`src/binary_weight_dense_neuron_defines.svh`:
```
// Assertion macros used by the binary weight dense neuron controller.
`ifndef BINARY_WEIGHT_DENSE_NEURON_DEFINES_SVH
`define BINARY_WEIGHT_DENSE_NEURON_DEFINES_SVH

// The consequent must hold in the same cycle as the antecedent.
`define BWDN_ASSERT_NOW(name, ante, cons, msg) \
  name: assert property (@(posedge clk) disable iff (!rst_n) (ante) |-> (cons)) \
    else $error(msg);

// The consequent must hold in the cycle after the antecedent.
`define BWDN_ASSERT_NEXT(name, ante, cons, msg) \
  name: assert property (@(posedge clk) disable iff (!rst_n) (ante) |=> (cons)) \
    else $error(msg);

`endif

```
`src/bwdn_pkg.sv`:
```
// Types, constants and helper functions of the binary weight dense neuron.
package bwdn_pkg;

  localparam int ACT_WIDTH_DEF = 16;
  localparam int ACC_WIDTH_DEF = 32;
  localparam int FRAC_BITS     = 8;
  localparam int MODE_W        = 2;
  localparam int PROD_W        = 49;

  localparam logic [MODE_W-1:0] MODE_SUM   = 2'd0;
  localparam logic [MODE_W-1:0] MODE_NORM  = 2'd1;
  localparam logic [MODE_W-1:0] MODE_BIN   = 2'd2;
  localparam logic [MODE_W-1:0] MODE_RESET = MODE_BIN;

  localparam logic signed [31:0] ONE_POS = 32'sd256;
  localparam logic signed [31:0] ONE_NEG = -32'sd256;
  localparam logic signed [63:0] SAT_HI  = 64'sd2147483647;
  localparam logic signed [63:0] SAT_LO  = -64'sd2147483648;

  typedef enum logic [3:0] {
    DP_IDLE = 4'd0,
    DP_ACC  = 4'd1,
    DP_BIAS = 4'd2,
    DP_SUB  = 4'd3,
    DP_MUL1 = 4'd4,
    DP_FIX1 = 4'd5,
    DP_MUL2 = 4'd6,
    DP_FIX2 = 4'd7,
    DP_BETA = 4'd8,
    DP_LOAD = 4'd9
  } dp_op_t;

  typedef struct packed {
    dp_op_t            op;
    logic              last;
    logic [MODE_W-1:0] mode;
  } bwdn_cmd_t;

  typedef struct packed {
    logic              hit;
    logic signed [31:0] val;
  } clip_t;

  function automatic clip_t sat32(input logic signed [63:0] x);
    clip_t r;
    r.hit = 1'b1;
    if (x > SAT_HI) begin
      r.val = 32'sh7fffffff;
    end else if (x < SAT_LO) begin
      r.val = 32'sh80000000;
    end else begin
      r.hit = 1'b0;
      r.val = x[31:0];
    end
    return r;
  endfunction

endpackage

```
`src/bwdn_ctrl.sv`:
```
// Controller state machine and mode register of the binary weight dense neuron.
`include "binary_weight_dense_neuron_defines.svh"

module bwdn_ctrl (
  input  logic                      clk,
  input  logic                      rst_n,
  input  logic                      in_tvalid,
  input  logic                      in_tlast,
  output logic                      in_tready,
  output logic                      out_tvalid,
  input  logic                      out_tready,
  input  logic                      cfg_valid,
  input  logic [bwdn_pkg::MODE_W-1:0] cfg_data,
  output logic                      cfg_ready,
  output bwdn_pkg::bwdn_cmd_t       cmd
);
  import bwdn_pkg::*;

  typedef enum logic [8:0] {
    S_ACC  = 9'b000000001,
    S_BIAS = 9'b000000010,
    S_SUB  = 9'b000000100,
    S_MUL1 = 9'b000001000,
    S_FIX1 = 9'b000010000,
    S_MUL2 = 9'b000100000,
    S_FIX2 = 9'b001000000,
    S_BETA = 9'b010000000,
    S_DONE = 9'b100000000
  } state_t;

  state_t            state_r, state_nxt;
  logic [MODE_W-1:0] mode_r, mode_nxt;
  logic              out_valid_r, out_valid_nxt;
  logic              accept;
  logic              can_load;

  assign cfg_ready  = 1'b1;
  assign in_tready  = (state_r == S_ACC);
  assign out_tvalid = out_valid_r;
  assign accept     = in_tvalid && in_tready;
  assign can_load   = !out_valid_r || out_tready;

  always_comb begin
    mode_nxt = cfg_valid ? cfg_data : mode_r;
  end

  always_comb begin
    state_nxt     = state_r;
    out_valid_nxt = out_valid_r && !out_tready;
    cmd.op        = DP_IDLE;
    cmd.last      = in_tlast;
    cmd.mode      = mode_r;
    unique case (state_r)
      S_ACC: begin
        if (accept) begin
          cmd.op = DP_ACC;
          if (in_tlast) begin
            state_nxt = S_BIAS;
          end
        end
      end
      S_BIAS: begin
        cmd.op    = DP_BIAS;
        state_nxt = (mode_r == MODE_SUM) ? S_DONE : S_SUB;
      end
      S_SUB: begin
        cmd.op    = DP_SUB;
        state_nxt = S_MUL1;
      end
      S_MUL1: begin
        cmd.op    = DP_MUL1;
        state_nxt = S_FIX1;
      end
      S_FIX1: begin
        cmd.op    = DP_FIX1;
        state_nxt = S_MUL2;
      end
      S_MUL2: begin
        cmd.op    = DP_MUL2;
        state_nxt = S_FIX2;
      end
      S_FIX2: begin
        cmd.op    = DP_FIX2;
        state_nxt = S_BETA;
      end
      S_BETA: begin
        cmd.op    = DP_BETA;
        state_nxt = S_DONE;
      end
      S_DONE: begin
        if (can_load) begin
          cmd.op        = DP_LOAD;
          out_valid_nxt = 1'b1;
          state_nxt     = S_ACC;
        end
      end
      default: begin
        state_nxt = S_ACC;
      end
    endcase
  end

  always_ff @(posedge clk) begin
    if (!rst_n) begin
      state_r     <= S_ACC;
      mode_r      <= MODE_RESET;
      out_valid_r <= 1'b0;
    end else begin
      state_r     <= state_nxt;
      mode_r      <= mode_nxt;
      out_valid_r <= out_valid_nxt;
    end
  end

  `BWDN_ASSERT_NEXT(a_last_starts_tail, accept && in_tlast, state_r == S_BIAS, "tail not started")
  `BWDN_ASSERT_NEXT(a_sum_mode_skips, (state_r == S_BIAS) && (mode_r == MODE_SUM), state_r == S_DONE, "mode zero did not skip normalization")
  `BWDN_ASSERT_NEXT(a_load_shows, (state_r == S_DONE) && can_load, out_valid_r && (state_r == S_ACC), "result not presented")
  `BWDN_ASSERT_NOW(a_no_input_in_tail, out_valid_r && (state_r == S_DONE), !in_tready, "input taken while result pending")

endmodule

```
`src/bwdn_datapath.sv`:
```
// Accumulator, normalization arithmetic and output register of the neuron.
module bwdn_datapath #(
  parameter int ACT_WIDTH = bwdn_pkg::ACT_WIDTH_DEF,
  parameter int ACC_WIDTH = bwdn_pkg::ACC_WIDTH_DEF
) (
  input  logic                        clk,
  input  logic                        rst_n,
  input  bwdn_pkg::bwdn_cmd_t         cmd,
  input  logic signed [ACT_WIDTH-1:0] activation,
  input  logic                        weight_negative,
  input  logic signed [15:0]          bias,
  input  logic signed [31:0]          norm_mean,
  input  logic [15:0]                 norm_inv_std,
  input  logic signed [15:0]          norm_gain,
  input  logic signed [31:0]          norm_shift,
  output logic signed [31:0]          neuron_value,
  output logic                        binary_negative,
  output logic                        saturated
);
  import bwdn_pkg::*;

  localparam int SW = ((ACC_WIDTH > ACT_WIDTH) ? ACC_WIDTH : ACT_WIDTH) + 1;
  localparam logic signed [SW-1:0] ACC_HI = SW'({1'b0, {(ACC_WIDTH-1){1'b1}}});
  localparam logic signed [SW-1:0] ACC_LO = ~ACC_HI;

  logic signed [ACC_WIDTH-1:0] sum_r, sum_nxt;
  logic                        clip_r, clip_nxt;
  logic signed [31:0]          val_r, val_nxt;
  logic                        sat_r, sat_nxt;
  logic signed [PROD_W-1:0]    prod_r, prod_nxt;
  logic signed [15:0]          bias_r;
  logic signed [31:0]          mean_r;
  logic [15:0]                 inv_r;
  logic signed [15:0]          gain_r;
  logic signed [31:0]          beta_r;
  logic signed [31:0]          out_val_r;
  logic                        out_bin_r;
  logic                        out_sat_r;

  logic signed [SW-1:0]        sum_ext, act_ext, acc_raw;
  logic signed [ACC_WIDTH-1:0] acc_clip;
  logic                        acc_hit;
  logic signed [16:0]          mul_b;
  logic signed [PROD_W-1:0]    mul_res;
  logic signed [PROD_W-1:0]    prod_sh;
  clip_t                       stage;

  always_comb begin
    sum_ext = SW'(sum_r);
    act_ext = SW'(activation);
    acc_raw = weight_negative ? (sum_ext - act_ext) : (sum_ext + act_ext);
    acc_hit = 1'b1;
    if (acc_raw > ACC_HI) begin
      acc_clip = ACC_HI[ACC_WIDTH-1:0];
    end else if (acc_raw < ACC_LO) begin
      acc_clip = ACC_LO[ACC_WIDTH-1:0];
    end else begin
      acc_hit  = 1'b0;
      acc_clip = acc_raw[ACC_WIDTH-1:0];
    end
  end

  assign mul_b   = (cmd.op == DP_MUL1) ? $signed({1'b0, inv_r}) : 17'(gain_r);
  assign mul_res = val_r * mul_b;
  assign prod_sh = prod_r >>> FRAC_BITS;

  always_comb begin
    sum_nxt  = sum_r;
    clip_nxt = clip_r;
    val_nxt  = val_r;
    sat_nxt  = sat_r;
    prod_nxt = prod_r;
    stage    = sat32(64'(prod_sh));
    unique case (cmd.op)
      DP_IDLE, DP_LOAD: begin
      end
      DP_ACC: begin
        sum_nxt  = acc_clip;
        clip_nxt = clip_r | acc_hit;
      end
      DP_BIAS: begin
        stage    = sat32(64'(sum_r) + 64'(bias_r));
        val_nxt  = stage.val;
        sat_nxt  = clip_r | stage.hit;
        sum_nxt  = '0;
        clip_nxt = 1'b0;
      end
      DP_SUB: begin
        stage   = sat32(64'(val_r) - 64'(mean_r));
        val_nxt = stage.val;
        sat_nxt = sat_r | stage.hit;
      end
      DP_MUL1, DP_MUL2: begin
        prod_nxt = mul_res;
      end
      DP_FIX1, DP_FIX2: begin
        val_nxt = stage.val;
        sat_nxt = sat_r | stage.hit;
      end
      DP_BETA: begin
        stage   = sat32(64'(val_r) + 64'(beta_r));
        val_nxt = stage.val;
        sat_nxt = sat_r | stage.hit;
      end
      default: begin
      end
    endcase
  end

  always_ff @(posedge clk) begin
    if (!rst_n) begin
      sum_r  <= '0;
      clip_r <= 1'b0;
    end else begin
      sum_r  <= sum_nxt;
      clip_r <= clip_nxt;
    end
  end

  always_ff @(posedge clk) begin
    val_r  <= val_nxt;
    sat_r  <= sat_nxt;
    prod_r <= prod_nxt;
    if (cmd.op == DP_ACC && cmd.last) begin
      bias_r <= bias;
      mean_r <= norm_mean;
      inv_r  <= norm_inv_std;
      gain_r <= norm_gain;
      beta_r <= norm_shift;
    end
    if (cmd.op == DP_LOAD) begin
      out_sat_r <= sat_r;
      if (cmd.mode[1]) begin
        out_bin_r <= val_r[31];
        out_val_r <= val_r[31] ? ONE_NEG : ONE_POS;
      end else begin
        out_bin_r <= 1'b0;
        out_val_r <= val_r;
      end
    end
  end

  assign neuron_value    = out_val_r;
  assign binary_negative = out_bin_r;
  assign saturated       = out_sat_r;

endmodule

```
`src/binary_weight_dense_neuron.sv`:
```
// Top level of the binary weight dense neuron: stream ports, controller and datapath.
// Each request carries one activation and the sign of its weight; requests that are not
// marked last are taken one per clock cycle and added or subtracted into a saturating
// accumulator. The request marked last starts the result tail, during which in_tready is
// low. In output mode 0 the bias add and the result load run; in modes 1 to 3 the bias
// add, mean subtraction, two multiplications through one shared 32 by 17 bit multiplier,
// each followed by a fraction drop and clip step, the beta add and the result load run
// in turn. The tail holds in its final state while an earlier result has not been taken.
// The output register then frees the input side, so accumulation of the next neuron
// proceeds while the result waits. Writes to the mode register are always taken.
module binary_weight_dense_neuron #(
  parameter int ACT_WIDTH = bwdn_pkg::ACT_WIDTH_DEF,
  parameter int ACC_WIDTH = bwdn_pkg::ACC_WIDTH_DEF,
  localparam int IN_DATA_W = ((ACT_WIDTH + 112 + 7) / 8) * 8
) (
  input  logic                      clk,
  input  logic                      rst_n,
  // activation, bias, norm_mean, norm_inv_std, norm_gain, norm_shift, zero pad
  input  logic [IN_DATA_W-1:0]      in_tdata,
  // weight_negative
  input  logic                      in_tuser,
  input  logic                      in_tlast,
  input  logic                      in_tvalid,
  output logic                      in_tready,
  // neuron_value
  output logic [31:0]               out_tdata,
  // binary_negative, saturated
  output logic [1:0]                out_tuser,
  output logic                      out_tvalid,
  input  logic                      out_tready,
  input  logic                      cfg_valid,
  output logic                      cfg_ready,
  input  logic [bwdn_pkg::MODE_W-1:0] cfg_data
);
  import bwdn_pkg::*;

  bwdn_cmd_t                 cmd;
  logic signed [ACT_WIDTH-1:0] activation;
  logic signed [15:0]        bias;
  logic signed [31:0]        norm_mean;
  logic [15:0]               norm_inv_std;
  logic signed [15:0]        norm_gain;
  logic signed [31:0]        norm_shift;
  logic signed [31:0]        neuron_value;
  logic                      binary_negative;
  logic                      saturated;

  assign activation   = in_tdata[ACT_WIDTH-1:0];
  assign bias         = in_tdata[ACT_WIDTH +: 16];
  assign norm_mean    = in_tdata[ACT_WIDTH+16 +: 32];
  assign norm_inv_std = in_tdata[ACT_WIDTH+48 +: 16];
  assign norm_gain    = in_tdata[ACT_WIDTH+64 +: 16];
  assign norm_shift   = in_tdata[ACT_WIDTH+80 +: 32];

  bwdn_ctrl u_ctrl (
    .clk        (clk),
    .rst_n      (rst_n),
    .in_tvalid  (in_tvalid),
    .in_tlast   (in_tlast),
    .in_tready  (in_tready),
    .out_tvalid (out_tvalid),
    .out_tready (out_tready),
    .cfg_valid  (cfg_valid),
    .cfg_data   (cfg_data),
    .cfg_ready  (cfg_ready),
    .cmd        (cmd)
  );

  bwdn_datapath #(
    .ACT_WIDTH (ACT_WIDTH),
    .ACC_WIDTH (ACC_WIDTH)
  ) u_datapath (
    .clk             (clk),
    .rst_n           (rst_n),
    .cmd             (cmd),
    .activation      (activation),
    .weight_negative (in_tuser),
    .bias            (bias),
    .norm_mean       (norm_mean),
    .norm_inv_std    (norm_inv_std),
    .norm_gain       (norm_gain),
    .norm_shift      (norm_shift),
    .neuron_value    (neuron_value),
    .binary_negative (binary_negative),
    .saturated       (saturated)
  );

  assign out_tdata = neuron_value;
  assign out_tuser = {saturated, binary_negative};

endmodule

```
`config.mk`:
```
export PLATFORM = sky130hd
export DESIGN_NAME = binary_weight_dense_neuron
export DESIGN_NICKNAME = d
export VERILOG_FILES = /design/src/bwdn_pkg.sv /design/src/bwdn_ctrl.sv /design/src/bwdn_datapath.sv /design/src/binary_weight_dense_neuron.sv
export VERILOG_INCLUDE_DIRS = /design/src /design/src/src
export SDC_FILE = /design/constraint.sdc
export NUM_CORES = 2
export LEC_CHECK = 0
export CORE_ASPECT_RATIO = 0.7
export CORE_MARGIN = 3
export CORE_UTILIZATION = 55
export CTS_BUF_LIST = sky130_fd_sc_hd__clkbuf_4
export CTS_CLUSTER_SIZE = 14
export DETAILED_ROUTE_END_ITERATION = 8
export DONT_BUFFER_PORTS = 1
export PLACE_DENSITY = 0.7
export SYNTH_ARGS = -nofsm -noshare
export SYNTH_HDL_FRONTEND = slang
export SYNTH_SLANG_ARGS = --single-unit
```
`constraint.sdc`:
```
create_clock -name clk -period 18.1 [get_ports clk]
set_clock_uncertainty 0.2 [all_clocks]
set_input_delay 0 -clock clk [delete_from_list [all_inputs] [get_ports clk]]
set_output_delay 0 -clock clk [all_outputs]
set_load 0.005 [all_outputs]
```
==> PnR_summary.wiki <==
{| class="wikitable"
! Metric !! Value
|-
| Total track usage || 33.9%
|-
| Clock Path Buffers || 3
|-
| Final RePlAce weighted congestion || 1.01
|-
| Number of enable-type register cells in the synthesized netlist || 220
|-
| Post-synthesis instance total || about 3900
|-
| Sequential Area || ~7500 um^2
|-
| Final hold vios || 0
|-
| Total clock buffers created by CTS || 73
|-
| CTS tree || done
|-
| Number of H-tree levels || 3
|-
| Critical hold path startpoint || in_tdata[92]
|-
| Number of nets in the synthesized netlist || between 4000 and 5000
|-
| Number of placement rows || 77
|-
| Run status || completed
|-
| Count of final setup violators || 0
|-
| Synthesis Warnings || 0
|-
| Maximum achievable frequency || 106 MHz
|-
| Unique cell type count in the Yosys netlist || around 100
|-
| Endpoint of the worst hold-timing path || u_datapath.gain_r[12]$_DFFE_PP_
|-
| Crit Reg-Reg Startpoint || u_ctrl.state_r[0]$_SDFFE_PN1P_
|-
| Register-to-register setup slack || 8.67 ns
|-
| Average cell area after synthesis || around 9.2 um^2
|-
| Vias per Instance || between 5 and 6
|-
| Wire length of the first global-routing pass || about 170000 um
|-
| Post-DR wirelength/cell || about 22 um
|-
| P per Cell Area || 190 nW/um^2
|-
| Worst slew margin relative to its limit || under 10%
|-
| Highest-count cells in the layout ignoring fill and taps || sky130_fd_sc_hd__inv_1 (653), sky130_fd_sc_hd__fa_1 (524), sky130_fd_sc_hd__nand2_1 (438)
|-
| Worst reg2reg endpoint || u_datapath.prod_r[43]$_DFFE_PP_
|-
| Remaining number of nets flagged by the antenna check after routing || 0
|-
| CTS root buf || sky130_fd_sc_hd__clkbuf_4
|-
| Tot Pwr || between 7 and 8 mW
|-
| Die X || just over 300 um
|-
| Layout area overhead || 13.6%
|-
| Primary FF master, synth || sky130_fd_sc_hd__edfxtp_1
|-
| Placed wire-length estimate after detailed placement || between 80000 and 90000 um
|-
| Overall die height || 219 um
|-
| Maximum number of pins on one net before global-route repair || 60
|-
| Setup CP Type || flop to flop
|-
| Commonest non-fill, non-tap cell in the layout || sky130_fd_sc_hd__inv_1
|-
| Peak supply drop || about 0.00023 V
|-
| Kind of start point of the critical path || flop
|-
| Clock sinks || 265
|-
| Latest clock arrival within the worst-skew pair || approximately 0.9 ns
|-
| Routed vias || roughly 30000
|-
| Depth of the worst register-to-register path || 25
|-
| Share of flip-flops with an asynchronous set or reset || 0%
|-
| Number of nets in the finished design || just over 5000
|-
| Count of pins over their slew limit || 0
|-
| Critical path arrival || between 9 and 10 ns
|-
| Cells on Worst Hold Path || 2
|-
| Post-cts sizing count || 0
|-
| Antenna violations before repair || 6
|-
| DRC marker count from the first detailed-route iteration || about 3300
|-
| Detailed-route DRC error count || 0
|-
| Aggregate negative setup slack || 0 ns
|-
| Multi-input combinational cell area || around 25000 um^2
|-
| Maxcap violations || 0
|-
| Leftover overflow at the end of global routing || 0
|-
| Setup repair after global routing missed its margin || false
|-
| Hold slack || 0.0701 ns
|-
| Share of final-layout standard cells stronger than drive strength 1 || between 5 and 6%
|-
| Part of the cycle the worst path needs || between 50% and 60%
|-
| Filler Cell Count || between 5000 and 6000
|-
| Cell area after synthesis || ~36000 um^2
|-
| Portion of the post-synthesis area used by sequential elements || 21.0%
|-
| Initial Util || between 50% and 60%
|-
| Path category of the worst min-delay check || primary input to flop
|-
| First-pass DRT Iterations || 5
|-
| Number of primary I/O pins || 174
|-
| Worst Tran Pin Value || between 1 and 1.5 ns
|-
| Static leakage || 18.7 nW
|-
| Type of destination of the critical path || flop
|-
| Data required time at the worst endpoint || roughly 18 ns
|-
| Port buffer count || 0
|-
| Vias in the first global route || 30100
|-
| Wire length after detailed routing || 113000 um
|-
| Die area || around 68000 um^2
|-
| Count of state elements after synthesis || around 270
|-
| CP Max Fanout || 24
|-
| Core box area || approximately 64000 um^2
|-
| Min Clock Period, post-route || about 9.4 ns
|-
| Clock Pin Slew Worst Setup and Hold Paths || ~0.080 ns
|}
-- Yosys cell counts, drive strengths merged (29+ instances only) --
cell type,count,area (um^2)
inv,653,2450
xor2,55,482
buf,29,161
edfxtp,220,6610
nor2,334,1260
dfxtp,45,901
xnor2,104,918
nand3,56,285
nand2,438,1640
clkbuf,137,515
a221o,31,310
a21o,64,480
o21ai,149,746
nand4,30,188
and2,107,669
nor3,36,185
a21oi,176,892
fa,524,10500
ha,242,3030
a211oi,31,248
nor2b,50,313
-- flip-flops by register name (all words and copies together) (netlist names), 32 cells and up --
signal                   count
u_datapath.beta_r           32
u_datapath.mean_r           32
u_datapath.neuron_value     32
u_datapath.prod_r           41
u_datapath.sum_r            32
u_datapath.val_r            32
-- metal layers --
layer | global-route usage [%] | up-vias | routed length [um]
met5 | 0 | - | 0
met4 | 10.1 | 0 | 3410
met3 | 10.7 | 269 | 14700
met2 | 48.1 | 1846 | 46600
met1 | 49.5 | 14600 | 48200
li1 | - | 13200 | -
-- metrics by stage --
step	area (um^2)	utilization (%)	setup slack (ns)	std cells
after floorplan	35700	-	10.10	3865
after global placement	36500	57.4	9.00	4616
after detailed placement	36500	57.4	8.86	4616
after CTS	40500	63.6	8.81	5050
after global routing	40500	63.6	8.37	5053
final	40500	63.7	8.67	5054
-- what timing repair did --
action | 4_1_cts | 5_1_grt
endpoints found under the hold margin | 249 | 0
hold buffers | 309 | 0
setup buffers | 0 | 0
-- how the worst max path moves through the flow --
stage                                               from                               to  slack (ns)  depth (start not counted)
after floorplan           u_ctrl.state_r[0]$_SDFFE_PN1P_  u_datapath.prod_r[43]$_DFFE_PP_       10.10                         27
after global placement    u_ctrl.state_r[0]$_SDFFE_PN1P_  u_datapath.prod_r[43]$_DFFE_PP_        9.00                         25
after detailed placement  u_ctrl.state_r[0]$_SDFFE_PN1P_  u_datapath.prod_r[43]$_DFFE_PP_        8.86                         25
after CTS                 u_ctrl.state_r[0]$_SDFFE_PN1P_  u_datapath.prod_r[43]$_DFFE_PP_        8.81                         25
after global routing      u_ctrl.state_r[0]$_SDFFE_PN1P_  u_datapath.prod_r[43]$_DFFE_PP_        8.37                         25
final                     u_ctrl.state_r[0]$_SDFFE_PN1P_  u_datapath.prod_r[43]$_DFFE_PP_        8.67                         25
-- worst max-delay path, stage by stage, from the launching register on --
cell and delay, ns:
sky130_fd_sc_hd__dfxtp_1 0.36, sky130_fd_sc_hd__or4_4 0.59, sky130_fd_sc_hd__or3_2 0.48, sky130_fd_sc_hd__buf_4 0.31, sky130_fd_sc_hd__mux2i_2 1.13, sky130_fd_sc_hd__nor2_1 0.15, sky130_fd_sc_hd__fa_1 0.56, sky130_fd_sc_hd__inv_1 0.05
sky130_fd_sc_hd__fa_1 0.53, sky130_fd_sc_hd__fa_1 0.53, sky130_fd_sc_hd__inv_1 0.05, sky130_fd_sc_hd__fa_1 0.47, sky130_fd_sc_hd__fa_1 0.54, sky130_fd_sc_hd__inv_1 0.05, sky130_fd_sc_hd__fa_1 0.54, sky130_fd_sc_hd__inv_1 0.04
sky130_fd_sc_hd__ha_1 0.36, sky130_fd_sc_hd__a21oi_1 0.14, sky130_fd_sc_hd__o21ai_0 0.18, sky130_fd_sc_hd__a221oi_1 0.41, sky130_fd_sc_hd__o22ai_1 0.25, sky130_fd_sc_hd__o2111ai_2 0.45, sky130_fd_sc_hd__nand3_2 0.15, sky130_fd_sc_hd__a21o_1 0.29
sky130_fd_sc_hd__a31oi_4 0.19, sky130_fd_sc_hd__xnor2_1 0.07
-- logic make-up (layout without fill, tap and decap cells) --
| kind of cell | Yosys count | after routing | share of synthesized area [%] |
|---|---|---|---|
| buffers and inverters | 819 | 1135 | 8.77 |
| AO/OA/AOI/OAI | 656 | 656 | 12.4 |
| XOR/XNOR | 159 | 159 | 3.93 |
| adder cells (fa/ha/maj) | 768 | 768 | 38.0 |
| other | 1 | 5 | 0.0105 |
| multiplexers | 24 | 24 | 0.719 |
| AND/OR/NAND/NOR | 1173 | 1173 | 15.1 |
| flip-flops | 265 | 265 | 21.0 |
-- report_power, final --
group | total, mW | leakage (nW) | switching (mW) | internal, mW
clock network | 0.578 | 0.524 | 0.307 | 0.271
registers | 1.07 | 2.38 | 0.0524 | 1.02
logic | 6.06 | 15.8 | 3.53 | 2.52
total | 7.71 | 18.7 | 3.89 | 3.82
-- final cells by class --
| class | instances | area share [%] |
|---|---|---|
| Timing Repair Buffer | 357 | 8.52 |
| Clock buffer | 100 | 1.85 |
| Antenna cell | 4 | 0.0247 |
| Tap cell | 869 | 2.68 |
| Multi-Input combinational cell | 2781 | 62.0 |
| Inverter | 653 | 6.05 |
| Clock inverter | 25 | 0.349 |
| Sequential cell | 265 | 18.5 |
Power figures use the tool's default switching activity.
